### config.mk
export PLATFORM = sky130hd
export DESIGN_NAME = lhm_div
export DESIGN_NICKNAME = d
export VERILOG_FILES = /design/src/design/lhm_div.sv
export SDC_FILE = /design/constraint.sdc
export NUM_CORES = 1
export LEC_CHECK = 0
export BUFFER_PORTS_ARGS = -buffer_cell sky130_fd_sc_hd__buf_2
export CORE_MARGIN = 1.5
export CORE_UTILIZATION = 40
export DETAILED_ROUTE_END_ITERATION = 7
export HOLD_SLACK_MARGIN = 0.06
export PLACE_DENSITY = 0.58
export SLEW_MARGIN = 20
export SYNTH_ARGS = -nofsm -noshare
export SYNTH_HDL_FRONTEND = slang
export SYNTH_SLANG_ARGS = --single-unit
### constraint.sdc
create_clock -name clk -period 7.3 [get_ports clk]
set_input_delay 0.73 -clock clk [delete_from_list [all_inputs] [get_ports clk]]
set_output_delay 0.73 -clock clk [all_outputs]
set_load 0.05 [all_outputs]
### src/design/lhm_div.sv
`default_nettype none
module lhm_div #(
  parameter int DW = 48,
  parameter int VW = 35
) (
  input  logic          clk,
  input  logic          rst,
  input  logic          start,
  input  logic [DW-1:0] dividend,
  input  logic [VW-1:0] divisor,
  output logic          busy,
  output logic          done,
  output logic [DW-1:0] quotient
);

  localparam int CW = $clog2(DW + 1);

  logic [VW-1:0] rem;
  logic [VW-1:0] dsr;
  logic [DW-1:0] q;
  logic [CW-1:0] cnt;
  logic [VW:0]   trial;
  logic [VW:0]   diff;
  logic          fits;

  // One restoring step per cycle, quotient bits shift in at the bottom.
  assign trial = {rem, q[DW-1]};
  assign diff  = trial - {1'b0, dsr};
  assign fits  = trial >= {1'b0, dsr};
  assign quotient = q;

  always_ff @(posedge clk) begin
    if (rst) begin
      busy <= 1'b0;
      done <= 1'b0;
      cnt  <= '0;
    end else begin
      done <= 1'b0;
      if (start) begin
        busy <= 1'b1;
        cnt  <= CW'(DW);
      end else if (busy) begin
        cnt <= cnt - CW'(1);
        if (cnt == CW'(1)) begin
          busy <= 1'b0;
          done <= 1'b1;
        end
      end
    end
  end

  always_ff @(posedge clk) begin
    if (start) begin
      rem <= '0;
      q   <= dividend;
      dsr <= divisor;
    end else if (busy) begin
      rem <= fits ? diff[VW-1:0] : trial[VW-1:0];
      q   <= {q[DW-2:0], fits};
    end
  end

endmodule
`default_nettype wire

# Yosys cells after proc, flatten, opt, wreduce, memory -nomap -nowiden
# Index checks and enable logic that the tools add are counted.
[word_totals]
in_bits = 86
output_inout_bits = 50
ff_bits = 126
wordCells = 24
[op_classes]
order_cmp = 1
add_sub_neg = 2
n_eq_ne = 1
mux = 9
n_reduce_logical = 3
bitwise = 1
[op_table]
columns = ["op", "n"]
rows = [
  ["two-way mux 48 bit", 2],
  ["greater-or-equal comparator 36 x 35 -> 1 bit", 1],
  ["two-way mux 35 bit", 1],
  ["subtractor 35 bit", 1],
  ["two-way mux 6 bit", 2],
  ["== test 6 x 1 -> 1 bit (second input constant)", 1],
  ["subtractor 6 x 1 -> 6 bit (second input constant)", 1],
  ["two-way mux 1 bit", 4],
  ["OR reduction 3 bit", 1],
  ["nonzero test 2 bit", 1],
  ["OR reduction 2 bit", 1],
  ["inverter 1 bit", 1],
]

# Logic depth before layout (Yosys ltp)
[logic_depth]
ltp_word = 4
ltp_mapped = 13
mapped_depth_nobuf = 12

# Least setup slack after synthesis
# Ideal clock, no wire load.
[synth_timing]
path_type = "flip-flop to flip-flop"
from = "register q[47], in the netlist quotient[47]"
to = "register rem[31]"
t_arrival_ns = 2.916
stages_incl_launch_ff = 13
path_buffers = 1
setup_slack_ns = 4.261
path_cell_list = "edfxtp_1 -> inv_1 -> ha_1 -> fa_1 -> nand2b_1 -> a211oi_2 -> o31ai_2 -> a211oi_2 -> nor2_2 -> o21ai_4 -> buf_2 -> nor3_1 -> a311o_1"
[synth_between]
elab_chain_cells = 2
word_cells_on_any_way = 3
[synth_rtl]
columns = ["item", "line_no", "source"]
rows = [
  ["from (decl)", "20", "logic [DW-1:0] q;"],
  ["from (signal assigned)", "55", "q <= dividend;"],
  ["from (signal assigned)", "59", "q <= {q[DW-2:0], fits};"],
  ["subtractor 35 bit or greater-or-equal comparator 36 x 35 -> 1 bit (tied branches)", "28, 29", ""],
  ["two-way mux 35 bit (*)", "58", "rem <= fits ? diff[VW-1:0] : trial[VW-1:0];"],
  ["to (signal assigned)", "58", ""],
  ["to (decl)", "18", "logic [VW-1:0] rem;"],
]
# Mark *: on every way between the ends. The rest lies on a longest branch, timed or not.
# A chain may end at the register's enable or synchronous reset.

# Final worst setup path
# Same ends and word-level chain as after synthesis.

==> results.cfg <==
[run_status]
outcome = completed

[floorplanning]
core_um2 = 17300
die_w_um = 136
rows = 48
io_pins = 136
die_height_um = 136
start_util = 0.409
die_area_um2 = 18500

[detailed_routing]
ant_nets = 0
vias_per_cell = 5.25
route.detailed.drc = 0
wire_per_inst_um = 16.0
via_count = 5443
routed_wl_um = 16600
first_iter_violations = 283
drtPass1Iterations = 5

[place]
place_congestion = 0.825
dp_slack_ns = 3.79
numPortBuffers = 135
dp_hpwl_um = 11900

[final_layout]
nNetsFinal = 924
area_growth_pct = 20.2
drive_gt1_frac = 0.287
postLayoutCoreUtil = 0.492
antenna_cells = 0

[worst_setup_path]
reg2reg_slack_ns = 3.77
worst-path-buf-inv = 1
r2r_start = quotient[47]
ff2ff_path_depth = 12
slowest_delay_ns = 0.63
crit_type = flop to flop
critical_path_arrival_ns = 3.89
crit_family = compound AO/OA/AOI/OAI gates
timing.rr.end = rem[31]
worst_path_most_repeated_cell = a211oi_2
crit_slowest_cell = o21ai_4
cp_max_fo = 23
path_cells = inv_1 -> ha_1 -> fa_1 -> nand2b_1 -> a211oi_2 -> o31ai_2 -> a211oi_2 -> nor2_2 -> o21ai_4 -> nand2_1 -> nor3_1 -> a311o_1
worstSetupEndpointType = flop
required_ns = 7.66
crit_path_start_kind = flop

[sta]
finalCriticalPeriod_ns = 3.53
setup_viol = 0
min_period_over_period = 0.484
tightest_slew_ns = 1.04
timing.final.ws_setup_ns = 3.77
finalSetupTns_ns = 0
hold_viol = 0
skew_ns = 0.00792
slew_viol_final = 0
slew_headroom = 0.307
rsz0062_at_grt = no
timing.fmax_mhz = 283

[grt]
antenna_found_initial = 0
first_global_vias = 5471
grtUsageMet3 = 0.0787
top_usage_layer = met2
met1_usage = 0.227
track_usage = 0.185
gr-total-overflow = 0
grt_pass1_wl_um = 26800
grt_start_max_net_pins = 64
met2_usage = 0.299

[cts]
clkSlewWorstSetupHoldPaths_ns = 0.06
cts_htree_levels = 4
numCtsBuffers = 17
cts_root_buf = clkbuf_16
post_cts_buffers = 0
post_cts_resized = 0
clk_latency_ns = 0.42
cts_hold_buf = 0
clock_path_buffers = 2
cts_tree = done
clock-sinks = 126

[yosys]
syn_avg_cell_area_um2 = 10.5
syn_inst = 673
synth_edf_count = 83
ys_types = 61
syn_nets = 797
ys_seq_elements = 126
syn_area_um2 = 7080
yosys.area.top_type = edfxtp_1
ys.flop_type = edfxtp_1
synth_top_cells_by_area = edfxtp_1 (35%), dfxtp_1 (12%), mux2_2 (7.8%), ha_1 (6.5%), nor2_1 (3.5%)
ys_warn_count = 0
async_reset_ff_frac = 0
synth_top_area_frac = 0.352
synth.yosys.seq_area_share = 0.474

[pwr]
p_leak_nw = 3.60
pwr_density_cell_nw_per_um2 = 261
max-vdd-ir-drop_v = 0.000173

[run]
max-cap-violations = 0

[worst_hold_path]
holdPathStages = 1
hp-class = input pin to flop
hp-start = divisor[2]
hold_path_end = dsr[2]
## area by class of cell
| class | instances | area, um^2 |
|---|---|---|
| Fill cell | 1607 | 8790 |
| Multi-Input combinational cell | 464 | 3380 |
| Sequential cell | 126 | 3350 |
| Timing Repair Buffer | 139 | 708 |
| Clock buffer | 17 | 425 |
| Tap cell | 225 | 282 |
| Inverter | 52 | 195 |
| Clock inverter | 14 | 156 |
## layer usage
metal / vias to the layer above / share of wire
li1: 2712 / -
met1: 2542 / 0.45
met2: 177 / 0.45
met3: 12 / 0.089
met4: 0 / 0.011
met5: - / 0
## stage by stage
step                power [mW]  std cells  instance area (um^2)  hold WS [ns]
finish                    2.22       1037                  8500         0.481
global route              2.32       1037                  8500         0.459
CTS                       2.24       1037                  8500         0.463
detailed placement        1.39       1006                  7920         0.497
global placement          1.38       1006                  7920         0.487
floorplan                 1.27        673                  7080         0.464
## flip-flops by register name (all words and copies together), names as in the netlist
name and flops:
cnt 6, busy 1, rem 35, quotient 48, dsr 35, done 1
## kinds of logic (layout without fill, tap and decap cells)
group,after synthesis,count (layout),synth area share
and+or+nand+nor,162,162,0.104
adders and majority gates,38,38,0.0682
buffers and inverters,83,222,0.0481
AOI/OAI and AO/OA,160,160,0.155
xor gates and xnor gates,33,33,0.0408
muxes,71,71,0.109
DFF,126,126,0.474
## power breakdown
| group | internal (mW) | total (mW) | switching, mW |
|---|---|---|---|
| Sequential | 0.833 | 0.869 | 0.0357 |
| Clock | 0.508 | 0.847 | 0.340 |
| Combinational | 0.184 | 0.508 | 0.324 |
## worst max path at each step
| stage | to | cells past startpoint | start | slack [ns] |
|---|---|---|---|---|
| 2_1_floorplan | rem[31] | 12 | quotient[47] | 4.26 |
| 3_3_place_gp | rem[31] | 12 | quotient[47] | 3.85 |
| 3_5_place_dp | rem[2] | 12 | quotient[47] | 3.79 |
| 4_1_cts | rem[31] | 12 | quotient[47] | 3.77 |
| 5_1_grt | rem[2] | 12 | quotient[47] | 3.55 |
| 6_report | rem[31] | 12 | quotient[47] | 3.77 |
## synth_stat cells, drive strengths merged (2+ instances only)
cell / n
clkbuf: 16
xnor2: 22
nand3: 12
o31ai: 4
a21o: 20
or3: 2
nor2: 67
a21boi: 2
o211ai: 4
nor4b: 2
edfxtp: 83
nor3b: 2
ha: 37
o21ai: 26
o21bai: 4
nand4: 6
o221ai: 2
nand2: 41
mux2i: 22
inv: 52
a31oi: 9
nor3: 17
a21oi: 40
buf: 15
xor2: 11
a211oi: 31
o21a: 3
a211o: 4
dfxtp: 43
mux2: 49
o311ai: 2
nand2b: 5
## placed cells by master, fill, tap and decap left out, drive strengths merged, types with 9 or more instances in the layout
cell type / count
a31oi: 9
o21ai: 26
nor3: 17
dfxtp: 43
nor2: 67
inv: 59
mux2: 49
ha: 37
edfxtp: 83
a211oi: 31
a21o: 20
xor2: 11
xnor2: 22
nand3: 12
mux2i: 22
nand2: 41
clkbuf: 17
buf: 139
a21oi: 40
Power figures use the tool's default switching activity.
