[src/design/lhm_ram.sv]
`default_nettype none
module lhm_ram #(
  parameter int WIDTH = 8,
  parameter int DEPTH = 4,
  parameter int AW = (DEPTH > 1) ? $clog2(DEPTH) : 1
) (
  input  logic             clk,
  input  logic             we,
  input  logic [AW-1:0]    waddr,
  input  logic [WIDTH-1:0] wdata,
  input  logic             re,
  input  logic [AW-1:0]    raddr,
  output logic [WIDTH-1:0] rdata
);

  logic [WIDTH-1:0] mem [DEPTH];

  always_ff @(posedge clk) begin
    if (we) begin
      mem[waddr] <= wdata;
    end
    if (re) begin
      rdata <= mem[raddr];
    end
  end

endmodule
`default_nettype wire

[config.mk]
export PLATFORM = sky130hd
export DESIGN_NAME = lhm_ram
export DESIGN_NICKNAME = d
export VERILOG_FILES = /design/src/design/lhm_ram.sv
export SDC_FILE = /design/constraint.sdc
export NUM_CORES = 1
export LEC_CHECK = 0
export BUFFER_PORTS_ARGS = -buffer_cell sky130_fd_sc_hd__buf_4
export CORE_UTILIZATION = 30
export DETAILED_ROUTE_END_ITERATION = 6
export PLACE_DENSITY = 0.54
export RECOVER_POWER = 50
export SLEW_MARGIN = 20
export SYNTH_ARGS = -nofsm -noshare
export SYNTH_HDL_FRONTEND = slang
export SYNTH_SLANG_ARGS = --single-unit
[constraint.sdc]
create_clock -name clk -period 1.3 [get_ports clk]
set_input_delay 0 -clock clk [delete_from_list [all_inputs] [get_ports clk]]
set_output_delay 0 -clock clk [all_outputs]
set_load 0.02 [all_outputs]
---- Word level (Yosys, flattened, before mapping) ----
Memories as Yosys holds them, arrays and structs flattened. A register that Yosys moved wholly into a read port is not among the register bits.
Index checks and enable logic that the tools add are counted.
cells by class
  muxes and demuxes ....................... 2
operators with widths
  cell              count
  1-bit 2-to-1 mux  2
storage, ports and cells
  register bits after elaboration ......... 0
  RAM bits ................................ 32
  logic and storage cells ................. 3
  memories ................................ 1
memories
  memory  words  bits a word  rd ports  clocked after memory_dff  write ports  line  RTL
  mem     4      8            1         1                         1            16    logic [WIDTH-1:0] mem [DEPTH];

---- Logic depth before layout (Yosys ltp) ----
Gate-level depths: netlist of the first run.
  depth in word-level cells ............... 2
  depth in mapped cells ................... 2
  mapped depth without buffers ............ 1

---- Worst setup path after synthesis of the first run ----
No wires, ideal clock.
  kind .................................... input -> register
  from .................................... input port waddr[0]
  to ...................................... memory mem[0][0] (enable)
  arrival ................................. 679 ps
  path slack .............................. 236 ps
  cell stages on the path ................. 1
  path buffers ............................ 0
  cell sequence ........................... nor3b_1
RTL lines
  element             line  RTL
  start: declaration  9     input logic [AW-1:0] waddr,
  end: declaration    16
No word-level cell before the write port.

---- Worst setup path after layout of the first run ----
  from .................................... memory mem[3][2]
  to ...................................... register rdata[2], read port of mem (data pin)
RTL lines
  element           line  RTL
  end: declaration  13    output logic [WIDTH-1:0] rdata
No word-level cell between the ends.

==> results.md, run 1 <==
* Ys flop type: edfxtp_1
* # setup viols final at 0
* Largest net degree at the start of global routing at 12
* Power share of the combinational group at under 10%
* First-pass DRT Iterations at 6
* DRC marker count from the first detailed-route iteration at 50
* Synth Cell Area at ~1400 um2
* Sequential fraction of design power at between 60% and 70%
* Hold_ws at 0.182 ns
* Leak Pwr at 0.595 nW
* Die height at between 70 and 80 um
* Starting Density at between 30% and 40%
* GRT overflow at 0
* Post-synthesis simple-gate area fraction at ~2.2%
* Fmax at about 910 MHz
* Synth async-reset ratio at 0%
* CP Buf/Inv Count at 0
* Most common library cells after synthesis: edfxtp_1, mux4_2, and3b_1
* Unrepaired setup endpoints after global routing: false
* Top cells by area, synth: edfxtp_1, mux4_2, and3b_1
* Critical Path RT at approximately 1.3 ns
* Wire per inst at about 16 um
* Initial antenna violation count at 0
* Clk root buf: clkbuf_8
* DR vias/cell at between 4 and 5
* Yosys synthesis warning count at 0
* Synth top area share at 84.1%
* CP arrival at between 1 and 1.5 ns
* Adder-Cell Fraction of Synth Area at 0%
* CP top delay family: multiplexers
* Vias in the first global route at around 740
* #FFs+latches synth at 40
* Residual DRC at 0
* Synth area leader: edfxtp_1
* P per Cell Area at 1380 nW/um2
* Final hold violation count at 0
* Post-synthesis compound-gate area fraction at 0%
* Met1 usage at between 10 and 15%
* Chip width at just over 70 um
* Non-filler cells in the finished layout at approximately 140
* CORE AREA at approximately 4500 um2
* Hold Path Class: in2reg
* Post-route ant nets at 0
* CTS tree: built
* Crit Path Max Fanout at 1
* Routed WL at between 2 and 2.5 mm
* Met3 usage at 3.56%
* Final GP Congestion at 0.600
* Cts repair resizes at 0
* Total negative slack at 0 ns
* P_int at ~0.002 W
* Final critical-path required period at around 1.1 ns
* Syn Inst Count at 54
* Final Util at about two fifths
* Placed insts at ~130
* Crit. End Element: register
* Most heavily used metal layer in global routing: met2
* Max Slew Vio Count at 0
* Mux cell area share after synthesis at 12.6%
* Count leader, synth: edfxtp_1
* Max cap viols at 0
* Setup CP Type: reg2reg
* # rows at 24
* Net Sw Frac at roughly a fifth
* GRT Util Overall at roughly 10%
* Register area share after synthesis at between 80% and 90%
* Syn nets at 69
* Max stage delay on crit path at roughly 0.47 ns
* Clock slew at the register clock pins of the worst setup and hold paths at 0.07 ns
* Clock sink count at 40
* Status: completed
* Slew margin rel. at a little under two thirds
* # nets final at about 110
* FILL cells at approximately 410
* Peak VDD IR at 0.632 mV
* Crit share post-route at between 80% and 90%
* Boundary pin count at 23
* Clock share of power at between 30% and 40%
* Layout cell share with drive strength beyond 1 at between 20% and 30%
* Fin Clk Skew at approximately 0.003 ns
* Worst path slowest cell: mux4_2
* First-pass GRT wire length at about 3.5 mm
* CTS H-Tree Depth at 2
* Total CTS buffers at 5
* Switching power at just under 0.0005 W
* Main combinational cell family by area after synthesis: multiplexers
* Die area at 5040 um2
* GR Layer Usage met2 at between 10% and 20%
* Critical path launch point type: register
* Number of synthesized flops with an enable pin at 40
* Synth-to-Final Area Change at 24.3%
* Worst slew pin tran at roughly 0.54 ns
* Number of diodes at 0
* DR vias at 666
* Post-synth cell types at 7
* CP cell instances: mux4_2
* Port Buffers at 22
* Clk buf depth at 2
* Synthesized area per cell at 26.5 um2
* Post-Synth XOR/XNOR Area at 0%
* Worst skew pair latency at roughly 0.28 ns
cells by family after synthesis:
family,count (synthesis)
and+or+nand+nor,4
muxes,8
DFF,40
buffers and inverters,2
flip-flops by register name, indices dropped and copies added, names as in the netlist:
register  cells
rdata         8
mem          32
cell usage in the layout, fill, tap and decap left out:
master	count
edfxtp_1	40
buf_4	14
clkbuf_1	11
mux4_2	8
dlygate4sd3_1	8
clkbuf_8	5
and3b_1	2
nor3b_1	1
and3_1	1
clkinv_1	1
path summary, 6_finish.rpt:
| path | from | end | slack, ns | cells past startpoint |
|---|---|---|---|---|
| worst max register to register | mem[3][2] | rdata[2] | 0.20 | 1 |
| worst min-delay path | raddr[1] | rdata[3] | 0.18 | 2 |
| worst max-delay path | mem[3][2] | rdata[2] | 0.20 | 1 |
| worst min register to register | mem[3][3] | rdata[3] | 0.63 | 1 |
layout make-up:
type	count	area (um2)	share of cell area (%)
clock buffer	7	76.3	4.30
clock inverter	1	3.75	0.211
multi-input combinational	12	211	11.9
sequential	40	1200	67.6
tap	52	65.1	3.66
timing repair buffer	31	219	12.3
metrics by stage:
stage	power, W	setup slack, ns	instance area [um2]
6_report	0.00245	0.201	1780
3_3_place_gp	0.00172	0.245	1650
4_1_cts	0.00250	0.192	1810
3_5_place_dp	0.00173	0.203	1650
2_1_floorplan	0.00163	0.236	1430
5_1_grt	0.00255	0.185	1780
repair_timing:
| item | in CTS | in global routing |
|---|---|---|
| buffers inserted | 0 | 0 |
| hold buffers | 8 | 0 |
| hold endpoints to repair | 32 | 0 |
power groups by stage:
stage	Clock (W)	Combinational (W)	Sequential (W)
floorplan	0	0.0000665	0.00156
finish	0.000750	0.000186	0.00151
global placement	0	0.000178	0.00154
global route	0.000832	0.000200	0.00152
CTS	0.000785	0.000202	0.00151
detailed placement	0	0.000182	0.00154
routing by layer:
metal | vias up | wire, um
met5 | - | 0
met2 | 20 | 1130
met1 | 340 | 983
met3 | 4 | 86
li1 | 302 | -
met4 | 0 | 39
Note: power is estimated with default switching activity, not from simulation.
==> inputs of run 2 (changes only) <==
ABC_AREA = 1   (was unset)
PLACE_DENSITY = 0.55   (was 0.54)
clock period = 1 ns   (was 1.3 ns; I/O delays follow)
==> run 2 against run 1 <==
Compared with the run above: flip-flop and latch count is the same; combinational power grew 62%; critical path depth grew 3; critical path type is now in2reg; non-clock buffer count grew 4; power grew 30%; synthesized area grew 14%; critical endpoint is now mem[1][0]; largest power group unchanged.
==> results.md, run 2 <==
* Clk buf depth at 2 (unchanged)
* Critical Path Most Common Cell: clkbuf_1
* Post-synthesis simple-gate area fraction at 15.4% (+13 points)
* # nets final at 194 (+85%)
* Most common library cells after synthesis: edfxtp_1, nand2_1, inv_1
* Mux cell area share after synthesis at 0% (-13 points)
* Leak Pwr at 0.881 nW (+48%)
* Max stage delay on crit path at 0.44 ns (-0.03 ns)
* Synth async-reset ratio at 0% (unchanged)
* Max Slew Vio Count at 0 (unchanged)
* Fin Clk Skew at 0.00504 ns (+0.00212 ns)
* Adder-Cell Fraction of Synth Area at 0% (unchanged)
* DRC marker count from the first detailed-route iteration at 71 (+42%)
* Max reg flops at 32 (unchanged)
* Syn nets at 156 (+130%)
* Hold_ws at 0.120 ns (-0.0623 ns)
* Syn Inst Count at 141 (+160%)
* Unrepaired setup endpoints after global routing: false
* Residual DRC at 0 (unchanged)
* Initial antenna violation count at 0 (unchanged)
* First-pass DRT Iterations at 4 (-2)
* Ys flop type: edfxtp_1
* Die height at 75.7 um (+6.5%)
* Met2 wire len at 1.34 mm (+18%)
* Die area at 5720 um2 (+14%)
* GRT Util Overall at 11.5% (+1.5 points)
* Post-route ant nets at 0 (unchanged)
* Setup CP Type: in2reg
* Max layer used: met4
* Top flop regs: mem x32, rdata x8
* Yosys synthesis warning count at 0 (unchanged)
* Final GP Congestion at 0.777 (+30%)
* Post-synthesis compound-gate area fraction at 0% (unchanged)
* Slew margin rel. at 64.7% (+0.77 points)
* Chip width at 75.7 um (+6.5%)
* Critical path launch point type: input port
* # rows at 26 (+8.3%)
* Synth top area share at 73.8% (-10 points)
* Crit Path Max Fanout at 8 (+7)
* Number of synthesized flops with an enable pin at 40 (unchanged)
* Synth-to-Final Area Change at 23.1%
* Vias in the first global route at 917 (+24%)
* Worst skew pair latency at 0.28 ns (about the same)
* CP cell instances: clkbuf_1 -> inv_1 -> nor3_1 -> clkbuf_1
* Layout cell share with drive strength beyond 1 at 14.1% (-16 points)
* Clk root buf: clkbuf_8
* GRT overflow at 0 (unchanged)
* Total CTS buffers at 5 (unchanged)
* Final hold violation count at 0 (unchanged)
* DR vias/cell at 3.92 (-16%)
* Main combinational cell family by area after synthesis: simple AND/OR/NAND/NOR gates
* Crit. End Element: register
* #FFs+latches synth at 40 (unchanged)
* Non-filler cells in the finished layout at 247 (+73%)
* Status: completed
* Most frequent cells in the layout: nand2_1, edfxtp_1, inv_1
* Detail Placement HPWL at about 1.8 mm
* CTS tree: built
* Placed insts at 233 (+83%)
* Critical Path RT at 0.92 ns (-0.40 ns)
* Boundary pin count at 23 (unchanged)
* Clock sink count at 40 (unchanged)
* CTS H-Tree Depth at 2 (unchanged)
* Number of diodes at 0 (unchanged)
* Synth area leader: edfxtp_1
* Routed WL at 2.70 mm (+21%)
* Max cap viols at 0 (unchanged)
* Starting Density at 31.5% (-0.46 points)
* Post-Synth XOR/XNOR Area at 0% (unchanged)
* Register area share after synthesis at 73.8% (-10 points)
* # setup viols final at 0 (unchanged)
* Peak VDD IR at 0.453 mV (-28%)
* Clock slew at the register clock pins of the worst setup and hold paths at 0.07 ns (about the same)
* Postcts setup bufs at 0 (unchanged)
* DR vias at 968 (+45%)
* Fmax at about 1100 MHz
* Largest Register: mem
* Port Buffers at 22 (unchanged)
* Metal-1 WL at 1.24 mm (+26%)
* Worst slew pin tran at 0.530 ns (-0.0116 ns)
* Cts repair resizes at 0 (unchanged)
* First-pass GRT wire length at 4.46 mm (+29%)
* Worst path slowest cell: clkbuf_1
* Cts hold-fix bufs at 9 (+1)
* Post-synth cell types at 9 (+2)
* Hold Path Class: in2reg
* Largest net degree at the start of global routing at 18 (+6)
* Wire per inst at 10.9 um (-30%)
* CORE AREA at 5170 um2 (+16%)
* CP arrival at 0.82 ns (-0.30 ns)
* Met3 WL at 86 um (unchanged)
* Crit share post-route at 90.2%
* Final critical-path required period at approximately 0.9 ns
* Top cells by area, synth: edfxtp_1, nand2_1, inv_1
* Synth Cell Area at 1630 um2 (+14%)
* P per Cell Area at 1590 nW/um2 (+15%)
* Synthesized area per cell at 11.5 um2 (-56%)
==> run 2: path summary, 6_finish.rpt <==
check	start	end	slack (ns)	cells after the start
max	waddr[0]	mem[1][0]	0.1	4
min	raddr[1]	rdata[1]	0.12	3
max reg2reg	mem[3][4]	rdata[4]	0.14	4
min reg2reg	mem[0][1]	rdata[1]	0.61	4
==> run 2: layer usage <==
layer,vias to the layer above,global-route usage [%]
li1,517,-
met1,426,13.4
met2,21,19.1
met3,4,3.97
met4,0,4.94
met5,-,0
==> run 2: logic make-up (layout without fill, tap and decap cells) <==
group | Yosys count | in the layout
buffers and inverters | 41 | 77
AND/OR/NAND/NOR | 60 | 60
flip-flops | 40 | 40
==> run 2: worst max-delay path, delay by kind of cell <==
kind / cells / cell delay [ns]
simple gates: 1 / 0.17
buf+inv: 3 / 0.64
==> run 2: layout make-up <==
class,count,area (um2)
clock buffer,5,68.8
fill,518,3170
inverter,37,141
multi-input combinational,60,250
sequential,40,1200
tap,70,87.6
timing repair buffer,35,254
==> run 2: per-stage QoR <==
stage / total power (W) / util (%) / TNS [ns] / area (um2) / worst slack [ns]
floorplan: 0.00217 / - / -0.869 / 1640 / -0.0578
global placement: 0.00230 / 36.5 / 0 / 1890 / 0.154
detailed placement: 0.00230 / 36.5 / 0 / 1890 / 0.135
CTS: 0.00322 / 39.5 / 0 / 2040 / 0.130
global route: 0.00333 / 38.7 / 0 / 2000 / 0.0592
finish: 0.00318 / 38.7 / 0 / 2000 / 0.0980
==> run 2: report_power, final <==
part / internal (W) / switching, W
Combinational: 0.000125 / 0.000178
Sequential: 0.00195 / 0.0000201
Clock: 0.000449 / 0.000463
==> inputs of run 3 (changes only) <==
CORE_ASPECT_RATIO = 2   (was unset)
PLACE_DENSITY = 0.53   (was 0.55)
REMOVE_ABC_BUFFERS = 1   (was unset)
clock period = 0.9 ns   (was 1 ns; I/O delays follow)
==> run 3 against run 2 <==
Compared with the run above: sequential power grew 11%; cell count shrank 4.0%; flip-flop and latch count unchanged; routed wire length is 12% higher; clock-buffer cell count did not move; combinational power rose by 15%; sequential share of layout area decreased by 0.26 points; cell area up 0.44%; critical path depth did not move; global-route usage is 1.2 points higher; clock skew about the same; critical path type is now reg2reg; largest power group unchanged; highest routed layer unchanged.
==> results.md, run 3 (synthesized netlist as in run 2, its figures left out) <==
* Status: completed
* Net Sw Frac at 21.6% (+0.86 points)
* CTS tree: built
* Placed insts at 222 (-4.7%)
* Initial antenna violation count at 0 (unchanged)
* Boundary pin count at 23 (unchanged)
* Top flop regs: mem x32, rdata x8
* Max Slew Vio Count at 0 (unchanged)
* Worst path slowest cell: edfxtp_1
* # rows at 37 (+42%)
* Vias in the first global route at 1,104 (+20%)
* Largest net degree at the start of global routing at 18 (unchanged)
* CP arrival at 0.91 ns (+0.09 ns)
* Detail Placement HPWL at 2.20 mm (+25%)
* P_int at 0.00282 W (+12%)
* Max stage delay on crit path at 0.37 ns (-0.07 ns)
* FILL cells at 530 (+2.3%)
* Crit. End Element: register
* Number of diodes at 0 (unchanged)
* Post-place setup slack at 0.00843 ns (-0.126 ns)
* DRC marker count from the first detailed-route iteration at 30 (-58%)
* # nets final at 194 (unchanged)
* # setup viols final at 0 (unchanged)
* Port Buffers at 22 (unchanged)
* Met2 wire len at 1.82 mm (+36%)
* Fin Clk Skew at 0.00496 ns (-0.0000853 ns)
* Leak Pwr at 0.900 nW (+2.1%)
* Routed WL at 3.03 mm (+12%)
* First-pass GRT wire length at 4.96 mm (+11%)
* Placed Area at 1870 um2 (-0.93%)
* Final GP Congestion at 0.729 (-6.2%)
* CP cell instances: inv_1 -> nand2_1 -> nand3_1 -> nand2_1
* Die area at 5740 um2 (+0.31%)
* Sequential fraction of design power at 60.9% (-1.0 points)
* Met3 WL at 104 um (+21%)
* GRT Util Overall at 12.7% (+1.2 points)
* Chip width at 54.1 um (-29%)
* Max cap viols at 0 (unchanged)
* Setup CP Type: reg2reg
* Worst slew pin tran at 0.475 ns (-0.0549 ns)
* Max layer used: met4
* Layout cell share with drive strength beyond 1 at 17.9% (+3.8 points)
* Wire per inst at 12.8 um (+17%)
* Clock share of power at 29.5% (+0.9 points)
* Hold Path Class: in2reg
* Peak VDD IR at 0.818 mV (+81%)
* Clk root buf: clkbuf_8
* Fin area at 2010 um2 (+0.44%)
* Clk buf depth at 2 (unchanged)
* Residual DRC at 0 (unchanged)
* CP Buf/Inv Count at 1 (-2)
* WP depth at 4 (unchanged)
* Switching power at 0.000777 W (+18%)
* Final hold violation count at 0 (unchanged)
* Postcts setup bufs at 0 (unchanged)
* Hold depth at 1 (-2)
* Power share of the combinational group at 9.6% (about the same)
* Critical path launch point type: register
* Most common cell after layout, fill and taps aside: edfxtp_1
* Worst reg2reg setup slack at 0.03 ns (-0.11 ns)
* Slew margin rel. at 68.3% (+3.7 points)
* Starting Density at 31.4% (-0.076 points)
* Synth-to-Final Area Change at 23.6%
* GRT overflow at 0 (unchanged)
* Clock slew at the register clock pins of the worst setup and hold paths at 0.07 ns (about the same)
* CORE AREA at 5180 um2 (+0.24%)
* DR vias/cell at 4.39 (+12%)
* R2R depth at 4 (unchanged)
* Fmax at approximately 1200 MHz
* DR vias at 1,041 (+7.5%)
* Final worst slack at 0.0307 ns (-0.0673 ns)
* Most frequent cells in the layout: edfxtp_1, nand2_1, inv_1
* First-pass DRT Iterations at 4 (unchanged)
* Final critical-path required period at approximately 0.87 ns
* Crit Path Max Fanout at 1 (-7)
* Worst skew pair latency at 0.28 ns (about the same)
* Unrepaired setup endpoints after global routing: true
* Metal-1 WL at 1.02 mm (-18%)
* Max reg flops at 32 (unchanged)
* CTS H-Tree Depth at 2 (unchanged)
* Post-route ant nets at 0 (unchanged)
* Non-filler cells in the finished layout at 237 (-4.0%)
* Crit share post-route at 96.6%
* CP top delay family: flip-flops
* Largest Register: mem
* P per Cell Area at 1790 nW/um2 (+12%)
* Critical Path Most Common Cell: nand2_1
* Clock sink count at 40 (unchanged)
* Die height at 106 um (+40%)
* Critical Path RT at 0.94 ns (+0.02 ns)
* Total CTS buffers at 5 (unchanged)
==> run 3: cell count changes in the layout (fill, tap and decap cells not counted), sizes merged <==
cell | previous run | this run
buf | 17 | 19
clkinv | 0 | 2
clkbuf | 14 | 13
dlygate4sd3 | 9 | 8
==> run 3: per-layer routing <==
metal  track usage, %  up-vias
li1                 -      517
met1             11.1      498
met2             23.5       18
met3             3.00        8
met4             7.88        0
met5                0        -
==> run 3: path summary, 6_finish.rpt <==
path / endpoint / from
worst max-delay path: rdata[5] / mem[0][5]
worst min-delay path: rdata[1] / re
worst max register to register: rdata[5] / mem[0][5]
worst min register to register: rdata[4] / mem[0][4]
==> run 3: worst reg2reg max path: stages, from the launching register on <==
cell and delay (ns):
edfxtp_1 0.37, inv_1 0.07, nand2_1 0.05, nand3_1 0.08
nand2_1 0.06
==> run 3: what timing repair did <==
item	4_1_cts	5_1_grt
setup endpoints to repair	0	7
gates resized for setup	0	3
hold buffers	8	0
hold endpoints to repair	32	0
==> run 3: final cells by class <==
class / instances / area, um2 / area share (%)
Multi-Input combinational cell: 60 / 263 / 13.1
Timing Repair Buffer: 35 / 258 / 12.8
Tap cell: 58 / 72.6 / 3.61
Inverter: 37 / 141 / 7.03
Clock buffer: 5 / 68.8 / 3.42
Sequential cell: 40 / 1200 / 59.7
Clock inverter: 2 / 7.51 / 0.373
==> run 3: power groups by stage <==
stage / sequential, W / combinational [W] / clock (W)
2_1_floorplan: 0.00226 / 0.000117 / 0
3_3_place_gp: 0.00222 / 0.000314 / 0
3_5_place_dp: 0.00223 / 0.000332 / 0
4_1_cts: 0.00219 / 0.000360 / 0.00109
5_1_grt: 0.00220 / 0.000387 / 0.00117
6_report: 0.00219 / 0.000346 / 0.00106
==> run 3: stage by stage <==
| step | TNS (ns) | total power [W] | hold WS [ns] | util (%) |
|---|---|---|---|---|
| global route | -0.0637 | 0.00375 | 0.205 | 38.8 |
| CTS | 0 | 0.00364 | 0.00560 | 39.0 |
| global placement | 0 | 0.00254 | 0.198 | 36.0 |
| floorplan | -4.76 | 0.00238 | 0.0989 | - |
| detailed placement | 0 | 0.00256 | 0.207 | 36.0 |
| finish | 0 | 0.00359 | 0.168 | 38.8 |
